<file path="src/sv/wph_div.sv">
// Restoring signed divider, one quotient bit a cycle, truncating toward zero.
module wph_div #(
  parameter int unsigned NW = 34,
  parameter int unsigned DW = 17
) (
  input  logic                 clk_i,
  input  logic                 rst_ni,
  input  logic                 start_i,
  input  logic signed [NW-1:0] num_i,
  input  logic signed [DW-1:0] den_i,
  output logic                 done_o,
  output logic signed [NW-1:0] quo_o
);
  localparam int unsigned CW = $clog2(NW + 1);

  logic [NW-1:0] q_q, q_d;
  logic [DW:0]   r_q, r_d;
  logic [DW-1:0] dm_q, dm_d;
  logic          neg_q, neg_d;
  logic [CW-1:0] cnt_q, cnt_d;
  logic          busy_q, busy_d;
  logic          done_q;
  logic [DW:0]   trial;
  logic [DW:0]   shifted;

  always_comb begin
    q_d = q_q; r_d = r_q; dm_d = dm_q; neg_d = neg_q;
    cnt_d = cnt_q; busy_d = busy_q;
    shifted = '0; trial = '0;
    if (start_i) begin
      q_d    = num_i[NW-1] ? NW'(-num_i) : num_i;
      dm_d   = den_i[DW-1] ? DW'(-den_i) : den_i;
      neg_d  = num_i[NW-1] ^ den_i[DW-1];
      r_d    = '0;
      cnt_d  = CW'(NW);
      busy_d = 1'b1;
    end else if (busy_q) begin
      shifted = {r_q[DW-1:0], q_q[NW-1]};
      trial   = shifted - {1'b0, dm_q};
      if (!trial[DW]) begin
        r_d = trial;
        q_d = {q_q[NW-2:0], 1'b1};
      end else begin
        r_d = shifted;
        q_d = {q_q[NW-2:0], 1'b0};
      end
      cnt_d = cnt_q - CW'(1);
      if (cnt_q == CW'(1)) busy_d = 1'b0;
    end
  end

  always_ff @(posedge clk_i or negedge rst_ni) begin
    if (!rst_ni) begin
      busy_q <= 1'b0;
      cnt_q  <= '0;
      done_q <= 1'b0;
    end else begin
      busy_q <= busy_d;
      cnt_q  <= cnt_d;
      // flag the cycle in which the last quotient bit has landed in q_q
      done_q <= busy_q && (cnt_q == CW'(1));
    end
  end

  always_ff @(posedge clk_i) begin
    q_q   <= q_d;
    r_q   <= r_d;
    dm_q  <= dm_d;
    neg_q <= neg_d;
  end

  assign done_o = done_q;
  assign quo_o  = neg_q ? -$signed(q_q) : $signed(q_q);
endmodule

</file>
<file path="config.mk">
export PLATFORM = sky130hd
export DESIGN_NAME = wph_div
export DESIGN_NICKNAME = d
export VERILOG_FILES = /design/src/sv/wph_div.sv
export SDC_FILE = /design/constraint.sdc
export NUM_CORES = 1
export LEC_CHECK = 0
export ABC_CLOCK_PERIOD_IN_PS = 2800
export BUFFER_PORTS_ARGS = -buffer_cell sky130_fd_sc_hd__buf_4
export CAP_MARGIN = 20
export CORE_UTILIZATION = 40
export CTS_CLUSTER_SIZE = 16
export DETAILED_ROUTE_END_ITERATION = 12
export GPL_TIMING_DRIVEN = 0
export HOLD_SLACK_MARGIN = 0.15
export RECOVER_POWER = 50
export SYNTH_ARGS = -nofsm -noshare
export SYNTH_HDL_FRONTEND = slang
export SYNTH_SLANG_ARGS = --single-unit
</file>
<file path="constraint.sdc">
create_clock -name clk_i -period 2.8 [get_ports clk_i]
set_input_delay 0.42 -clock clk_i [delete_from_list [all_inputs] [get_ports clk_i]]
set_output_delay 0.42 -clock clk_i [all_outputs]
set_load 0.005 [all_outputs]
</file>
==> results.yml <==
logic_synthesis:
  syn-cell-area_mm2: 0.00569
  seq_area_frac_synth: 0.370
  async_flop_share: 0.104
  ys_seq_elements: 77
  syn_avg_cell_area_um2: 8.86
  synth_area_leader_cell: "edfxtp_1"
  ys.warnings.count: 0
  synth_ff_type: "edfxtp_1"
  syn-instance-count: 642
  yosysUniqueCellTypes: 56
  synth_area_leaders: "edfxtp_1, xnor2_1, dfxtp_1"
  synth-edff-count: 52
  syn-num-nets: 719
  yosysTopAreaCellShare: 0.275
timing:
  whs_ps: 307
  max_slew_margin: 0.254
  max_freq_mhz: 338
  rsz0062_at_grt: "true"
  setup_viol: 15
  period_needed_ps: 2960
  finalWorstSetupSlack_ps: -157
  drv_slew: 0
  finalSetupTns_ps: -1290
  fin_skew_ps: 7.14
  finalHoldViolCount: 0
  finalCritPeriodShare: 1.06
  worst_pin_slew_ps: 1120
drt:
  drcViolationCount: 0
  wl_um: 15700
  routedWlPerCell_um: 16.5
  postRouteAntennaNets: 0
  via_per_inst: 5.54
  drt_iter0_markers: 507
  firstDrtPassIters: 5
  vias: 5272
finish:
  final_area_mm2: 0.00741
  utilization: 0.534
  fin_nets: 844
  synthToLayoutAreaGrowth_pct: 30.3
  final_common_cell: "buf_4"
  antenna_cells: 0
  most-common-layout-cells: "buf_4, nor2_1, xnor2_1"
  drive_above_1_share: 0.238
cts:
  clock_latency_ps: 340
  cts_sinks: 77
  cts_max_level: 3
  cts-root-buf: "clkbuf_16"
  cts_buffer_depth: 2
  cts_tree: "built"
  cts_made_buffers: 9
  clk_pin_slew_worst_paths_ps: 60
floorplan:
  coreArea_mm2: 0.0139
  start_util: 0.410
  die_h_um: 121
  fp.dieW_um: 121
  ioPinCount: 89
  die_area_mm2: 0.0147
  num_rows: 43
power_and_ir_drop:
  power_density_mw_per_mm2: 696
  peakVddDrop_uv: 353
  pwr-share-seq: 0.328
  power.switching_mw: 1.84
  power.total_mw: 5.16
  p_int_mw: 3.32
  p_leak_nw: 2.94
  power.share.clock: 0.255
  switching_share: 0.357
  comb_power_share: 0.418
placed_design:
  place_area_mm2: 0.00658
  gp_congestion: 0.916
  port_buffers: 86
  hpwl_um: 11600
grt:
  grt_pass1_wl_um: 25100
  grt.overflow.total: 0
  grt_start_max_net_pins: 20
  antenna_found_initial: 0
  track_usage: 0.220
  grt_pass1_vias: 5084
critical_path:
  critical_path.max_stage_delay_ps: 570
  critical_path.cell_chain: "or4_4 > nor4_4 > nand2_1 > nor2_4 > nand2_4 > o41ai_4 > xnor2_1 > buf_4"
  critPathTopFamily: "simple AND/OR/NAND/NOR gates"
  crit_required_ps: 2380
  r2r_cells: 10
  crit_type: "flip-flop to output pin"
  worstPathArrival_ps: 2540
  cp_slowest_cell: "or4_4"
  path_max_fanout: 5
  path_buf_inv: 1
  worstSetupStartpointType: "flip-flop"
  path_depth: 8
  end_kind: "output pin"
hold_path:
  hold_path_class: "input pin to flip-flop"
  hold_depth: 1
status:
  violations: "negative setup slack"
  status: "finished, violations left"
job:
  maxCapViolCount: 0
sequential cells by signal, summed over array words and instances, names as in the netlist:
register  cells
busy_q        1
cnt_q         6
dm_q         17
done_o        1
neg_q         1
q_q          34
r_q          17
Yosys cell counts (7+ instances only):
| cell type | count |
|---|---|
| nor2_1 | 65 |
| xnor2_1 | 58 |
| edfxtp_1 | 52 |
| a21oi_1 | 48 |
| nand2_1 | 48 |
| o21ai_0 | 46 |
| xor2_1 | 36 |
| inv_1 | 34 |
| clkbuf_1 | 25 |
| ha_1 | 22 |
| o31ai_1 | 21 |
| nand3_1 | 18 |
| dfxtp_1 | 17 |
| o41ai_1 | 15 |
| a311oi_1 | 11 |
| or4_1 | 11 |
| nor3_1 | 10 |
| dfrtp_1 | 8 |
| nand2b_1 | 7 |
| nand4_1 | 7 |
| nor2b_1 | 7 |
| or3_1 | 7 |
final timing paths:
check | startpoint | end | slack [ps]
min in group asynchronous | rst_ni | cnt_q[5] | 520
min reg2reg | r_q[14] | r_q[14] | 500
min | den_i[0] | dm_q[0] | 310
max reg2reg | q_q[33] | r_q[16] | 150
max | q_q[7] | quo_o[31] | -160
max in group asynchronous | rst_ni | busy_q | 1980
area by class of cell:
class / count / area, um2
plain buffers: 27 / 118
well taps: 180 / 225
repair buffers: 116 / 886
fillers: 1301 / 6470
multi-input cells: 502 / 3610
flip-flops and latches: 77 / 2100
clock inverters: 4 / 68.8
inverters: 34 / 128
clock buffers: 12 / 267
kinds of logic after synthesis:
group,Yosys count,synth area share
AND/OR/NAND/NOR,206,0.181
buffers and inverters,63,0.0423
flip-flops,77,0.370
multiplexers,8,0.0154
adder cells (fa/ha/maj),23,0.0519
XOR/XNOR,94,0.145
AO/OA/AOI/OAI,171,0.195
power by group through the flow:
stage / Sequential (mW) / Combinational, mW / Clock, mW
floorplan: 1.62 / 1.34 / 0
global placement: 1.69 / 1.88 / 0
detailed placement: 1.70 / 1.93 / 0
CTS: 1.68 / 2.05 / 1.34
global route: 1.72 / 2.38 / 1.38
finish: 1.69 / 2.15 / 1.31
layer usage:
layer,global-route usage,part of all wire,vias to the layer above
li1,-,-,2595
met1,0.275,0.45,2526
met2,0.385,0.49,128
met3,0.0249,0.039,23
met4,0.0864,0.021,0
met5,0,0,-
stage by stage:
step / std cells / setup slack [ps]
6_report: 952 / -157
3_3_place_gp: 908 / -285
5_1_grt: 952 / -242
4_1_cts: 937 / -393
2_1_floorplan: 642 / 228
3_5_place_dp: 909 / -312
repair_timing:
action	CTS	global route
buffers inserted	11	17
endpoints found under the hold margin	8	0
gates cloned	0	0
setup endpoints to repair	41	42
hold buffers	1	0
pin swaps	10	16
gates resized for setup	42	26
No activity file was read; power rests on OpenSTA's default activity.
